`src/script_token_lexer_assert.svh`:
```
// Assertion macros for the script token lexer.
// Used by script_token_lexer.sv; expects clk and rst in the including scope.
`ifndef SCRIPT_TOKEN_LEXER_ASSERT_SVH
`define SCRIPT_TOKEN_LEXER_ASSERT_SVH

// Same-cycle implication, checked outside reset.
`define STL_CHECK_NOW(name, pre, post) \
  name: assert property (@(posedge clk) disable iff (rst) (pre) |-> (post)) \
    else $error("script_token_lexer: check failed");

// Next-cycle implication, checked outside reset.
`define STL_CHECK_NEXT(name, pre, post) \
  name: assert property (@(posedge clk) disable iff (rst) (pre) |=> (post)) \
    else $error("script_token_lexer: check failed");

`endif

```
`src/stl_pkg.sv`:
```
// Shared types and constants for the script token lexer.
// Used by stl_step.sv and script_token_lexer.sv; no dependencies.
package stl_pkg;

  localparam int RES_MAX = 3;

  typedef enum logic [3:0] {
    MODE_IDLE,
    MODE_COMMENT,
    MODE_NAME,
    MODE_INT,
    MODE_INTDOT,
    MODE_FLOAT,
    MODE_SYMBOL,
    MODE_STRING
  } lex_mode_t;

  localparam logic [4:0] KIND_END        = 5'd0;
  localparam logic [4:0] KIND_NAME       = 5'd1;
  localparam logic [4:0] KIND_NAME_COLON = 5'd2;
  localparam logic [4:0] KIND_INT        = 5'd3;
  localparam logic [4:0] KIND_FLOAT      = 5'd4;
  localparam logic [4:0] KIND_LBRACE     = 5'd5;
  localparam logic [4:0] KIND_RBRACE     = 5'd6;
  localparam logic [4:0] KIND_LPAREN     = 5'd7;
  localparam logic [4:0] KIND_RPAREN     = 5'd8;
  localparam logic [4:0] KIND_PLUS       = 5'd9;
  localparam logic [4:0] KIND_MINUS      = 5'd10;
  localparam logic [4:0] KIND_STAR       = 5'd11;
  localparam logic [4:0] KIND_SLASH      = 5'd12;
  localparam logic [4:0] KIND_COMMA      = 5'd13;
  localparam logic [4:0] KIND_SYMBOL     = 5'd14;
  localparam logic [4:0] KIND_STRING     = 5'd15;
  localparam logic [4:0] KIND_CLOSING    = 5'd16;
  localparam logic [4:0] KIND_UNKNOWN    = 5'd17;

  localparam logic [7:0] CH_NUL    = 8'h00;
  localparam logic [7:0] CH_TAB    = 8'h09;
  localparam logic [7:0] CH_LF     = 8'h0A;
  localparam logic [7:0] CH_CR     = 8'h0D;
  localparam logic [7:0] CH_SPACE  = 8'h20;
  localparam logic [7:0] CH_HASH   = 8'h23;
  localparam logic [7:0] CH_QUOTE  = 8'h27;
  localparam logic [7:0] CH_LPAREN = 8'h28;
  localparam logic [7:0] CH_RPAREN = 8'h29;
  localparam logic [7:0] CH_STAR   = 8'h2A;
  localparam logic [7:0] CH_PLUS   = 8'h2B;
  localparam logic [7:0] CH_COMMA  = 8'h2C;
  localparam logic [7:0] CH_MINUS  = 8'h2D;
  localparam logic [7:0] CH_DOT    = 8'h2E;
  localparam logic [7:0] CH_SLASH  = 8'h2F;
  localparam logic [7:0] CH_ZERO   = 8'h30;
  localparam logic [7:0] CH_NINE   = 8'h39;
  localparam logic [7:0] CH_COLON  = 8'h3A;
  localparam logic [7:0] CH_SEMI   = 8'h3B;
  localparam logic [7:0] CH_UPPER_A = 8'h41;
  localparam logic [7:0] CH_UPPER_Z = 8'h5A;
  localparam logic [7:0] CH_LBRACK = 8'h5B;
  localparam logic [7:0] CH_BSLASH = 8'h5C;
  localparam logic [7:0] CH_RBRACK = 8'h5D;
  localparam logic [7:0] CH_LOWER_A = 8'h61;
  localparam logic [7:0] CH_LOWER_Z = 8'h7A;
  localparam logic [7:0] CH_LBRACE = 8'h7B;
  localparam logic [7:0] CH_RBRACE = 8'h7D;

  typedef struct packed {
    logic [7:0] ch;
    logic       at_end;
  } chr_t;

  typedef struct packed {
    logic        is_text_byte;
    logic [7:0]  text_byte;
    logic [4:0]  token_kind;
    logic [63:0] int_value;
    logic        last_of_run;
  } tok_t;

  // Everything one character produces: its results and the lexer state after it.
  typedef struct packed {
    tok_t [RES_MAX-1:0] res;
    logic [1:0]         cnt;
    lex_mode_t          mode;
    logic               esc;
    logic [63:0]        acc;
  } step_t;

endpackage

```
`src/script_token_lexer.sv`:
```
// Top level of the script token lexer: input register, lexer state and result buffer.
// Depends on stl_pkg, stl_step and script_token_lexer_assert.svh.
//
//   channel | direction | handshake            | payload
//   chr     | in        | chr_valid, chr_stall | stl_pkg::chr_t (ch, at_end)
//   tok     | out       | tok_valid, tok_stall | stl_pkg::tok_t (one result)
//
// One character is taken per cycle while chr_stall is low; it is lexed in the cycle after it is taken,
// and its zero to three results load the result buffer when it leaves the character stage.
// The buffer sends one result per cycle while tok_stall is low, and a character with results
// waits in the character stage until the buffer is free; characters with no result pass without waiting.
// Reset returns the lexer to idle between tokens and empties both stages.
// A stall on tok holds the current result and, once the character stage holds a character
// with results, raises chr_stall in the same cycle.
`include "script_token_lexer_assert.svh"

module script_token_lexer (
  input  logic           clk,
  input  logic           rst,
  input  logic           chr_valid,
  output logic           chr_stall,
  input  stl_pkg::chr_t  chr,
  output logic           tok_valid,
  input  logic           tok_stall,
  output stl_pkg::tok_t  tok
);

  logic                                 a_valid;
  stl_pkg::chr_t                        a_item;
  stl_pkg::lex_mode_t                   mode;
  logic                                 esc;
  logic [63:0]                          acc;
  stl_pkg::tok_t [stl_pkg::RES_MAX-1:0] b_res;
  logic [1:0]                           b_cnt;
  logic [1:0]                           b_idx;

  stl_pkg::step_t step;
  logic           b_last;
  logic           b_free;
  logic           out_take;
  logic           a_move;
  logic           in_take;

  stl_step u_step (
    .chr  (a_item),
    .mode (mode),
    .esc  (esc),
    .acc  (acc),
    .step (step)
  );

  assign tok_valid = (b_cnt != 2'd0);
  assign tok       = b_res[b_idx];
  assign out_take  = tok_valid && !tok_stall;
  assign b_last    = (b_idx == (b_cnt - 2'd1));
  assign b_free    = (b_cnt == 2'd0) || (out_take && b_last);
  // A character without results never needs the buffer.
  assign a_move    = a_valid && (b_free || (step.cnt == 2'd0));
  assign chr_stall = a_valid && !a_move;
  assign in_take   = chr_valid && !chr_stall;

  always_ff @(posedge clk) begin
    if (rst) begin
      a_valid <= 1'b0;
      mode    <= stl_pkg::MODE_IDLE;
      esc     <= 1'b0;
      acc     <= '0;
      b_cnt   <= 2'd0;
      b_idx   <= 2'd0;
    end else begin
      if (in_take) begin
        a_valid <= 1'b1;
      end else if (a_move) begin
        a_valid <= 1'b0;
      end
      if (a_move) begin
        mode <= step.mode;
        esc  <= step.esc;
        acc  <= step.acc;
      end
      if (a_move && (step.cnt != 2'd0)) begin
        b_cnt <= step.cnt;
        b_idx <= 2'd0;
      end else if (out_take) begin
        if (b_last) begin
          b_cnt <= 2'd0;
          b_idx <= 2'd0;
        end else begin
          b_idx <= b_idx + 2'd1;
        end
      end
    end
  end

  always_ff @(posedge clk) begin
    if (in_take) begin
      a_item <= chr;
    end
    if (a_move && (step.cnt != 2'd0)) begin
      b_res <= step.res;
    end
  end

  `STL_CHECK_NOW(a_idx_in_range, b_cnt != 2'd0, b_idx < b_cnt)
  `STL_CHECK_NOW(a_last_matches_idx, tok_valid, tok.last_of_run == b_last)
  `STL_CHECK_NOW(a_esc_only_in_string, esc, mode == stl_pkg::MODE_STRING)
  `STL_CHECK_NEXT(a_end_clears_state, a_move && (a_item.at_end || a_item.ch == stl_pkg::CH_NUL), mode == stl_pkg::MODE_IDLE && acc == 64'd0 && !esc)

endmodule

```
`src/stl_step.sv`:
```
// Combinational lexer step: one character against the current lexer state.
// Depends on stl_pkg for the mode enum, token kinds and result structs.
module stl_step (
  input  stl_pkg::chr_t      chr,
  input  stl_pkg::lex_mode_t mode,
  input  logic               esc,
  input  logic [63:0]        acc,
  output stl_pkg::step_t     step
);

  function automatic logic is_digit(logic [7:0] c);
    return (c >= stl_pkg::CH_ZERO) && (c <= stl_pkg::CH_NINE);
  endfunction

  function automatic logic is_alpha(logic [7:0] c);
    return ((c >= stl_pkg::CH_LOWER_A) && (c <= stl_pkg::CH_LOWER_Z)) ||
           ((c >= stl_pkg::CH_UPPER_A) && (c <= stl_pkg::CH_UPPER_Z));
  endfunction

  function automatic logic is_space(logic [7:0] c);
    return (c == stl_pkg::CH_SPACE) || ((c >= stl_pkg::CH_TAB) && (c <= stl_pkg::CH_CR));
  endfunction

  function automatic logic is_close(logic [7:0] c);
    return (c == stl_pkg::CH_RBRACE) || (c == stl_pkg::CH_RPAREN) ||
           (c == stl_pkg::CH_RBRACK) || (c == stl_pkg::CH_SEMI) || (c == stl_pkg::CH_LF);
  endfunction

  function automatic stl_pkg::tok_t mk_text(logic [7:0] b);
    stl_pkg::tok_t t;
    t = '0;
    t.is_text_byte = 1'b1;
    t.text_byte    = b;
    return t;
  endfunction

  function automatic stl_pkg::tok_t mk_done(logic [4:0] kind, logic [63:0] val);
    stl_pkg::tok_t t;
    t = '0;
    t.token_kind = kind;
    t.int_value  = val;
    return t;
  endfunction

  logic [7:0]                  c;
  logic                        is_end;
  logic                        is_sym;
  logic [63:0]                 acc_x10;
  stl_pkg::lex_mode_t          m;
  logic                        e;
  logic [63:0]                 a;
  stl_pkg::tok_t [stl_pkg::RES_MAX-1:0] r;
  logic [1:0]                  n;
  logic                        redo;
  logic                        start;

  assign c       = chr.ch;
  assign is_end  = chr.at_end || (chr.ch == stl_pkg::CH_NUL);
  assign is_sym  = !(is_space(chr.ch) || is_close(chr.ch));
  assign acc_x10 = (acc << 3) + (acc << 1) + {60'd0, chr.ch[3:0]};

  always_comb begin
    m     = mode;
    e     = esc;
    a     = acc;
    r     = '0;
    n     = 2'd0;
    redo  = 1'b0;
    start = 1'b0;

    if (is_end) begin
      // Flush the open token, a string included, then the end marker; comments just stop.
      case (mode)
        stl_pkg::MODE_NAME: begin
          r[n] = mk_done(stl_pkg::KIND_NAME, '0);
          n = n + 2'd1;
        end
        stl_pkg::MODE_INT: begin
          r[n] = mk_done(stl_pkg::KIND_INT, acc);
          n = n + 2'd1;
        end
        stl_pkg::MODE_INTDOT: begin
          r[n] = mk_done(stl_pkg::KIND_INT, acc);
          n = n + 2'd1;
          r[n] = mk_done(stl_pkg::KIND_SYMBOL, '0);
          n = n + 2'd1;
        end
        stl_pkg::MODE_FLOAT: begin
          r[n] = mk_done(stl_pkg::KIND_FLOAT, acc);
          n = n + 2'd1;
        end
        stl_pkg::MODE_SYMBOL: begin
          r[n] = mk_done(stl_pkg::KIND_SYMBOL, '0);
          n = n + 2'd1;
        end
        stl_pkg::MODE_STRING: begin
          r[n] = mk_done(stl_pkg::KIND_STRING, '0);
          n = n + 2'd1;
        end
        default: begin
        end
      endcase
      r[n] = mk_done(stl_pkg::KIND_END, '0);
      n = n + 2'd1;
      m = stl_pkg::MODE_IDLE;
      e = 1'b0;
      a = '0;
    end else begin
      // First pass in the current mode.
      case (mode)
        stl_pkg::MODE_COMMENT: begin
          if (c == stl_pkg::CH_LF) begin
            m = stl_pkg::MODE_IDLE;
          end
        end
        stl_pkg::MODE_NAME: begin
          if (is_digit(c) || is_alpha(c)) begin
            r[n] = mk_text(c);
            n = n + 2'd1;
          end else if (c == stl_pkg::CH_COLON) begin
            m = stl_pkg::MODE_IDLE;
            r[n] = mk_text(c);
            n = n + 2'd1;
            r[n] = mk_done(stl_pkg::KIND_NAME_COLON, '0);
            n = n + 2'd1;
          end else begin
            m = stl_pkg::MODE_IDLE;
            r[n] = mk_done(stl_pkg::KIND_NAME, '0);
            n = n + 2'd1;
            redo = 1'b1;
          end
        end
        stl_pkg::MODE_INT: begin
          if (is_digit(c)) begin
            a = acc_x10;
            r[n] = mk_text(c);
            n = n + 2'd1;
          end else if (c == stl_pkg::CH_DOT) begin
            m = stl_pkg::MODE_INTDOT;
          end else begin
            m = stl_pkg::MODE_IDLE;
            r[n] = mk_done(stl_pkg::KIND_INT, acc);
            n = n + 2'd1;
            redo = 1'b1;
          end
        end
        stl_pkg::MODE_INTDOT: begin
          if (is_digit(c)) begin
            m = stl_pkg::MODE_FLOAT;
            r[n] = mk_text(stl_pkg::CH_DOT);
            n = n + 2'd1;
            r[n] = mk_text(c);
            n = n + 2'd1;
          end else begin
            // The dot did not start a fraction: it opens a symbol instead.
            m = stl_pkg::MODE_SYMBOL;
            r[n] = mk_done(stl_pkg::KIND_INT, acc);
            n = n + 2'd1;
            redo = 1'b1;
          end
        end
        stl_pkg::MODE_FLOAT: begin
          if (is_digit(c)) begin
            r[n] = mk_text(c);
            n = n + 2'd1;
          end else begin
            m = stl_pkg::MODE_IDLE;
            r[n] = mk_done(stl_pkg::KIND_FLOAT, acc);
            n = n + 2'd1;
            redo = 1'b1;
          end
        end
        stl_pkg::MODE_SYMBOL: begin
          if (is_sym) begin
            r[n] = mk_text(c);
            n = n + 2'd1;
          end else begin
            m = stl_pkg::MODE_IDLE;
            r[n] = mk_done(stl_pkg::KIND_SYMBOL, '0);
            n = n + 2'd1;
            redo = 1'b1;
          end
        end
        stl_pkg::MODE_STRING: begin
          if (esc) begin
            e = 1'b0;
            r[n] = mk_text(c);
            n = n + 2'd1;
          end else if (c == stl_pkg::CH_QUOTE) begin
            m = stl_pkg::MODE_IDLE;
            r[n] = mk_done(stl_pkg::KIND_STRING, '0);
            n = n + 2'd1;
          end else begin
            r[n] = mk_text(c);
            n = n + 2'd1;
            e = (c == stl_pkg::CH_BSLASH);
          end
        end
        default: begin
          start = 1'b1;
        end
      endcase

      // Second pass: the character re-enters a symbol opened by a trailing dot.
      if (redo && (m == stl_pkg::MODE_SYMBOL)) begin
        if (is_sym) begin
          r[n] = mk_text(c);
          n = n + 2'd1;
          redo = 1'b0;
        end else begin
          m = stl_pkg::MODE_IDLE;
          r[n] = mk_done(stl_pkg::KIND_SYMBOL, '0);
          n = n + 2'd1;
        end
      end

      // Last pass: the character starts a new token from idle.
      if (start || (redo && (m == stl_pkg::MODE_IDLE))) begin
        m = stl_pkg::MODE_IDLE;
        if (is_space(c)) begin
        end else if (c == stl_pkg::CH_HASH) begin
          m = stl_pkg::MODE_COMMENT;
        end else if (is_alpha(c)) begin
          m = stl_pkg::MODE_NAME;
          r[n] = mk_text(c);
          n = n + 2'd1;
        end else if (is_digit(c)) begin
          m = stl_pkg::MODE_INT;
          a = {60'd0, c[3:0]};
          r[n] = mk_text(c);
          n = n + 2'd1;
        end else begin
          case (c)
            stl_pkg::CH_DOT: begin
              m = stl_pkg::MODE_SYMBOL;
            end
            stl_pkg::CH_QUOTE: begin
              m = stl_pkg::MODE_STRING;
              e = 1'b0;
            end
            stl_pkg::CH_LBRACE: begin
              r[n] = mk_done(stl_pkg::KIND_LBRACE, '0);
              n = n + 2'd1;
            end
            stl_pkg::CH_RBRACE: begin
              r[n] = mk_done(stl_pkg::KIND_RBRACE, '0);
              n = n + 2'd1;
            end
            stl_pkg::CH_LPAREN: begin
              r[n] = mk_done(stl_pkg::KIND_LPAREN, '0);
              n = n + 2'd1;
            end
            stl_pkg::CH_RPAREN: begin
              r[n] = mk_done(stl_pkg::KIND_RPAREN, '0);
              n = n + 2'd1;
            end
            stl_pkg::CH_PLUS: begin
              r[n] = mk_done(stl_pkg::KIND_PLUS, '0);
              n = n + 2'd1;
            end
            stl_pkg::CH_MINUS: begin
              r[n] = mk_done(stl_pkg::KIND_MINUS, '0);
              n = n + 2'd1;
            end
            stl_pkg::CH_STAR: begin
              r[n] = mk_done(stl_pkg::KIND_STAR, '0);
              n = n + 2'd1;
            end
            stl_pkg::CH_SLASH: begin
              r[n] = mk_done(stl_pkg::KIND_SLASH, '0);
              n = n + 2'd1;
            end
            stl_pkg::CH_COMMA: begin
              r[n] = mk_done(stl_pkg::KIND_COMMA, '0);
              n = n + 2'd1;
            end
            stl_pkg::CH_RBRACK, stl_pkg::CH_SEMI: begin
              r[n] = mk_done(stl_pkg::KIND_CLOSING, '0);
              n = n + 2'd1;
            end
            default: begin
              r[n] = mk_done(stl_pkg::KIND_UNKNOWN, '0);
              n = n + 2'd1;
            end
          endcase
        end
      end
    end

    if (n != 2'd0) begin
      r[n - 2'd1].last_of_run = 1'b1;
    end

    step.res  = r;
    step.cnt  = n;
    step.mode = m;
    step.esc  = e;
    step.acc  = a;
  end

endmodule
```
`config.mk`:
```
export PLATFORM = sky130hd
export DESIGN_NAME = script_token_lexer
export DESIGN_NICKNAME = d
export VERILOG_FILES = /design/src/stl_pkg.sv /design/src/script_token_lexer.sv /design/src/stl_step.sv
export VERILOG_INCLUDE_DIRS = /design/src /design/src/src
export SDC_FILE = /design/constraint.sdc
export NUM_CORES = 1
export LEC_CHECK = 0
export ABC_AREA = 1
export BUFFER_PORTS_ARGS = -buffer_cell sky130_fd_sc_hd__buf_2
export CAP_MARGIN = 30
export CORE_ASPECT_RATIO = 0.5
export CORE_UTILIZATION = 35
export DETAILED_ROUTE_END_ITERATION = 10
export RECOVER_POWER = 25
export SLEW_MARGIN = 20
export SYNTH_ARGS = -nofsm -noshare
export SYNTH_HDL_FRONTEND = slang
export SYNTH_SLANG_ARGS = --single-unit
export TNS_END_PERCENT = 10
```
`constraint.sdc`:
```
create_clock -name clk -period 15 [get_ports clk]
set_input_delay 0 -clock clk [delete_from_list [all_inputs] [get_ports clk]]
set_output_delay 0 -clock clk [all_outputs]
set_load 0.05 [all_outputs]
```
==> reports/results.ini, run 1 <==
[sta]
rsz0062_at_grt=false
period_needed_ns=5.62
fmax_mhz=178
setup_ws_ns=9.38
maxSlewViolCount=97
slew-limit-headroom_pct=-72.3
fin_crit_sh_pct=37.5
fin_worst_skew_ns=0.0228
setup_tns_ns=0
hold_viol_final=0
finalSetupViolCount=0
tightestPinTransition_ns=2.58

[worst_setup_path]
cp_max_fo=56
startpoint=a_item[8]
worstPathArrival_ns=5.99
r2r_start=a_item[8]
worstSetupPathType=reg2reg
startpoint_type=register
worstPathRequired_ns=15.37
cp-end-kind=register

[floorplanning]
die_w_um=317
dieArea_um2=50700
die_y_um=160
core_um2=48900
rows=57
start_util_pct=35.7
io_pins=94

[drt]
vias=18200
wirelength_um=64000
wl_met1_um=31300
ant_nets=0
initialDrtViolationCount=1535
wl_met2_um=28200
viasPerCell=5.43
met3_length_um=3400
drc=0
routed.top_layer=met4
firstDrtPassIters=5
wl_per_cell_um=19.1

[global_routing]
grt_start_max_net_pins=95
grt_pass1_vias=16800
grt_first_pass_wirelength_um=99700
grt.overflow.total=0
antenna_found_initial=0
track_usage_pct=24.9

[place]
portBuffers=93
post-place-ws_ns=9.47
dpl-instance-area_um2=18400
hpwlAfterDp_um=49000
place_congestion=0.983

[hold_path]
min_from=rst
hp-class=in2reg

[clocking]
clk_pin_slew_ns=0.08
post-cts-setup-buffers=0
cts.path.max_buffers=2
clkSinkCount=192
post_cts_resized=0
cts_buffers=17
cts_tree=built
cts_root_buffer=clkbuf_16
h-tree-depth=4
clock_latency_ns=0.47

[synth]
syn-num-nets=2824
yosysSeqAreaShare_pct=28.8
async_flop_share_pct=0
synth_edf_count=118
avgSynthCellArea_um2=6.50
synthFlopType=edfxtp_1
synth.distinct_cells=55
syn_area_um2=17400
yosys_warnings=0
synth_cells=2678
yosys_register_bits=192

[final_layout]
antenna_cells=0
fillCellCount=5345
fin_nets=2843
layout_commonest_cell=nand2_1
drive_above_1_share_pct=4.10
areaGrowthSynthToFinish_pct=9.01
final_cell_mix=nand2_1, nor2_1, inv_1, nand3_1, o21ai_0
fin_area_um2=19000

[power_and_ir_drop]
ir_drop_mv=0.0796
power.leakage_nw=8.06
powerDensity_nw_per_um2=107

[status]
status=finished with violations
violations=capacitance limit, slew limit

[flow_run]
max_cap_violations=2

==> per-stage QoR <==
step / std cells / utilization, % / power, mW / hold slack, ns
after floorplan: 2678 / - / 1.32 / 0.0989
after global placement: 3314 / 37.6 / 1.55 / 0.211
after detailed placement: 3315 / 37.6 / 1.56 / 0.199
after CTS: 3358 / 39.1 / 2.04 / 0.107
after global routing: 3359 / 38.9 / 2.15 / 0.130
final: 3359 / 38.9 / 2.03 / 0.122
==> per-layer routing <==
metal	GRT usage [%]	up-vias
met4	5.76	0
met3	3.32	65
met2	39.6	522
li1	-	9069
met1	35.6	8584
met5	0	-
==> area by class of cell <==
class,count,area (µm²),share of cell area (%)
Sequential cell,192,5030,26.5
Multi-Input combinational cell,2071,10800,56.9
Inverter,293,1100,5.82
Clock buffer,19,464,2.44
Clock inverter,13,154,0.811
Tap cell,649,812,4.28
Timing Repair Buffer,122,614,3.24
==> sequential cells by signal, indices dropped and copies added (netlist names) <==
signal / count
a_item: 9
a_valid: 1
acc: 64
b_cnt: 2
b_idx: 2
b_res: 109
esc: 1
mode: 4
==> critical path: stages (launching register included) <==
cell and delay [ns]:
edfxtp_1 0.39, inv_1 0.14, nand2_1 0.15, nor2_1 0.30, nand2_1 0.63, nor2_1 0.32
nand2_1 0.18, nand2_1 0.20, inv_1 0.14, ha_1 0.31, a21oi_1 0.29, ha_1 0.17
inv_1 0.03, nand3_1 0.06, nand2_1 0.05, nor2_1 0.18, nor2_4 0.04, nand2_1 0.13
nand2_4 0.34, nand2_4 0.38, buf_4 0.57, inv_4 0.22, nor2_1 0.15, nor2_1 0.05
==> final timing paths <==
| path | to | slack, ns | cells past startpoint |
|---|---|---|---|
| setup / recovery | acc[7] | 9.38 | 23 |
| hold / removal | acc[24] | 0.12 | 2 |
| setup reg to reg | acc[7] | 9.38 | 23 |
| hold reg to reg | b_cnt[1] | 0.49 | 2 |
==> kinds of logic after synthesis <==
group / synth area share, %
simple gates: 34.2
compound gates: 17.3
buf+inv: 9.28
xor+xnor: 0.754
fa+ha+maj: 9.64
flops: 28.8
==> cell usage after synthesis, drive strengths merged, types with 7 or more instances <==
master  instances  area [µm²]
inv           290        1090
nand3b          8        60.1
edfxtp        118        3540
nor2          420        1640
nand3         272        1370
o21a            8        60.1
nand4          27         169
dfxtp          74        1480
a31oi           7        43.8
ha            131        1640
or2            11        68.8
nand2         611        2330
a211oi         11        82.6
a21oi         169         850
o31ai          82         616
xnor2           9        78.8
buf            40         206
o21ai         174         871
clkbuf         82         308
nor3           49         255
o211ai         25         188
o22ai           9        56.3
==> repair_timing <==
| action | 4_1_cts | 5_1_grt |
|---|---|---|
| hold buffers | 11 | 0 |
| setup endpoints to repair | 0 | 0 |
| endpoints found under the hold margin | 13 | 0 |
==> where the power goes <==
part | switching [mW] | total, mW | leakage [nW] | internal, mW
logic | 0.636 | 0.860 | 6.03 | 0.224
clock network | 0.240 | 0.479 | 0.303 | 0.239
registers | 0.0577 | 0.687 | 1.73 | 0.629
(Power assumes the default switching activity.)
==> run 2, diff against run 1 <==
==> constraint.sdc (replaced) <==
create_clock -name clk -period 5.25 [get_ports clk]
set_input_delay 0 -clock clk [delete_from_list [all_inputs] [get_ports clk]]
set_output_delay 0 -clock clk [all_outputs]
set_load 0.05 [all_outputs]
==> run 2 against run 1 <==
The flow still finishes with violations (capacitance limit, slew limit). Register-to-register slack lost 8.7 ns. Design area grew 0.77%. Combinational power grew to 2.9 times the previous value. First-iteration DRC count grew 19%. Flip-flop and latch count is the same. Count of clock-buffer cells in the layout shrank 2. Critical path type unchanged. Critical endpoint is now acc[46]. Largest cell class unchanged.
==> reports/results.ini, run 2 (same netlist as run 1, synthesis figures left out) <==
[flow_run]
max_cap_violations=1  ; -1

[final_layout]
instances_no_fill=3371  ; +0.36%
areaGrowthSynthToFinish_pct=9.85
seq_area_um2=5030  ; unchanged
fin_area_um2=19100  ; +0.77%
largest_register=b_res
final_cell_mix=nand2_1, nor2_1, inv_1, nand3_1, o21ai_0
antenna_cells=0  ; unchanged
finish.utilization_pct=39.2  ; +0.30 points
fillCellCount=5297  ; -0.90%
drive_above_1_share_pct=4.74  ; +0.64 points
fin_nets=2855  ; +0.42%
layout_commonest_cell=nand2_1
largest_reg_flops=109  ; unchanged
reg_top3=b_res x109, acc x64, a_item x9
multi_input_area_um2=10800  ; about the same

[clocking]
clock_latency_ns=0.49  ; +0.02 ns
post_cts_resized=0  ; unchanged
clkSinkCount=192  ; unchanged
cts.path.max_buffers=2  ; unchanged
clk_pin_slew_ns=0.08  ; about the same
h-tree-depth=4  ; unchanged
cts_root_buffer=clkbuf_16
cts_tree=built
cts_buffers=17  ; unchanged

[worst_setup_path]
worstPathCellList=inv_1 -> nand2_1 -> nor2_1 -> nand2_1 -> inv_1 -> nor2_1 -> nor3_1 -> ha_1 -> a21oi_1 -> ha_1 -> inv_1 -> nand3_1 -> nand2_1 -> nor2_1 -> nor2_4 -> nand2_2 -> nand2_4 -> buf_4 -> nand3_1 -> nand2_1 -> nor2_1
worstPathRequired_ns=5.58  ; -9.79 ns
crit_slowest_cell=nor3_1
worstPathArrival_ns=4.91  ; -1.08 ns
cp-end-kind=register
worstSetupPathType=reg2reg
rr_worst_depth=21  ; -8.7%
crit_path_max_incr_delay_ns=0.55  ; -0.08 ns
path_buf_inv=4  ; -1
cp.depth=21  ; -8.7%
cp_max_fo=43  ; -23%
crit_family=simple AND/OR/NAND/NOR gates
startpoint_type=register

[drt]
firstDrtPassIters=6  ; +1
ant_nets=0  ; unchanged
vias=18400  ; +0.95%
initialDrtViolationCount=1823  ; +19%
wl_per_cell_um=19.6  ; +3.1%
viasPerCell=5.46  ; +0.59%
wirelength_um=66200  ; +3.5%
drc=0  ; unchanged

[sta]
setup_ws_ns=0.671  ; -8.71 ns
hold_viol_final=0  ; unchanged
timing.hold.ws_ns=0.154  ; +0.0323 ns
fin_crit_sh_pct=87.2  ; +50 points
maxSlewViolCount=42  ; -57%
fin_worst_skew_ns=0.0224  ; -0.000335 ns
slew-limit-headroom_pct=-17.3  ; +55 points
rsz0062_at_grt=false
fmax_mhz=218  ; +23%
setup_tns_ns=0  ; unchanged
period_needed_ns=4.58  ; -1.04 ns
finalSetupViolCount=0  ; unchanged
tightestPinTransition_ns=1.76  ; -0.825 ns

[status]
status=finished with violations
violations=capacitance limit, slew limit

[power_and_ir_drop]
power_mw=5.85  ; +190%
power.leakage_nw=8.15  ; +1.2%
powerDensity_nw_per_um2=306  ; +190%
ir_drop_mv=0.234  ; +190%

[hold_path]
hp-class=in2reg
whs_path_depth=2  ; unchanged

[place]
placed_cells=3326  ; +0.33%
portBuffers=93  ; unchanged
place_congestion=0.986  ; +0.32%
hpwlAfterDp_um=50000  ; +2.1%
dpl-instance-area_um2=18500  ; +0.74%
post-place-ws_ns=1.10  ; -8.37 ns

[global_routing]
track_usage_pct=26.0  ; +1.1 points
grt_first_pass_wirelength_um=103000  ; +3.5%
grt_start_max_net_pins=95  ; unchanged
antenna_found_initial=0  ; unchanged
gr-usage-met1_pct=37.4  ; +1.9 points
grt_pass1_vias=17100  ; +1.5%
grt.met3_usage_pct=3.63  ; +0.30 points
met2_usage_pct=41.1  ; +1.5 points
busiest_layer=met2
grt.overflow.total=0  ; unchanged

[floorplanning]
start_util_pct=35.7  ; unchanged
die_w_um=317  ; unchanged
dieArea_um2=50700  ; unchanged
rows=57  ; unchanged
core_um2=48900  ; unchanged
die_y_um=160  ; unchanged
io_pins=94  ; unchanged

## run 2: where the power goes
group / internal [mW] / switching (mW)
clock: 0.650 / 0.729
combinational: 0.665 / 1.85
sequential: 1.80 / 0.163
## run 2: worst paths after layout
path | startpoint | end | slack, ns
max | a_item[8] | acc[46] | 0.67
min | rst | acc[27] | 0.15
max reg2reg | a_item[8] | acc[46] | 0.67
min reg2reg | acc[63] | acc[63] | 0.49
## run 2: cell type report
type	count	area share (%)
Clock buffer	17	2.22
Clock inverter	15	0.968
Inverter	293	5.77
Multi-Input combinational cell	2071	56.4
Sequential cell	192	26.3
Tap cell	649	4.24
Timing Repair Buffer	134	4.07
## run 2: repair_timing
| item | CTS | global route |
|---|---|---|
| hold buffers | 11 | 0 |
| hold endpoints to repair | 12 | 0 |
| buffers inserted | 0 | 0 |
## run 2: worst register-to-register path: cells and delay by family, from the launching register on
kind            cells  cell delay, ns
simple gates       14            2.22
compound gates      1            0.34
buf+inv             4            0.83
flops               1            0.39
fa+ha+maj           2            0.65
## run 2: per-layer routing
layer  share of wire (%)  vias up  routed length, µm
met4                 1.5        0                990
met3                 5.9       56               3940
met1                  49     8667              32200
li1                    -     9096                  -
met2                  44      594              29100
met5                   0        -                  0
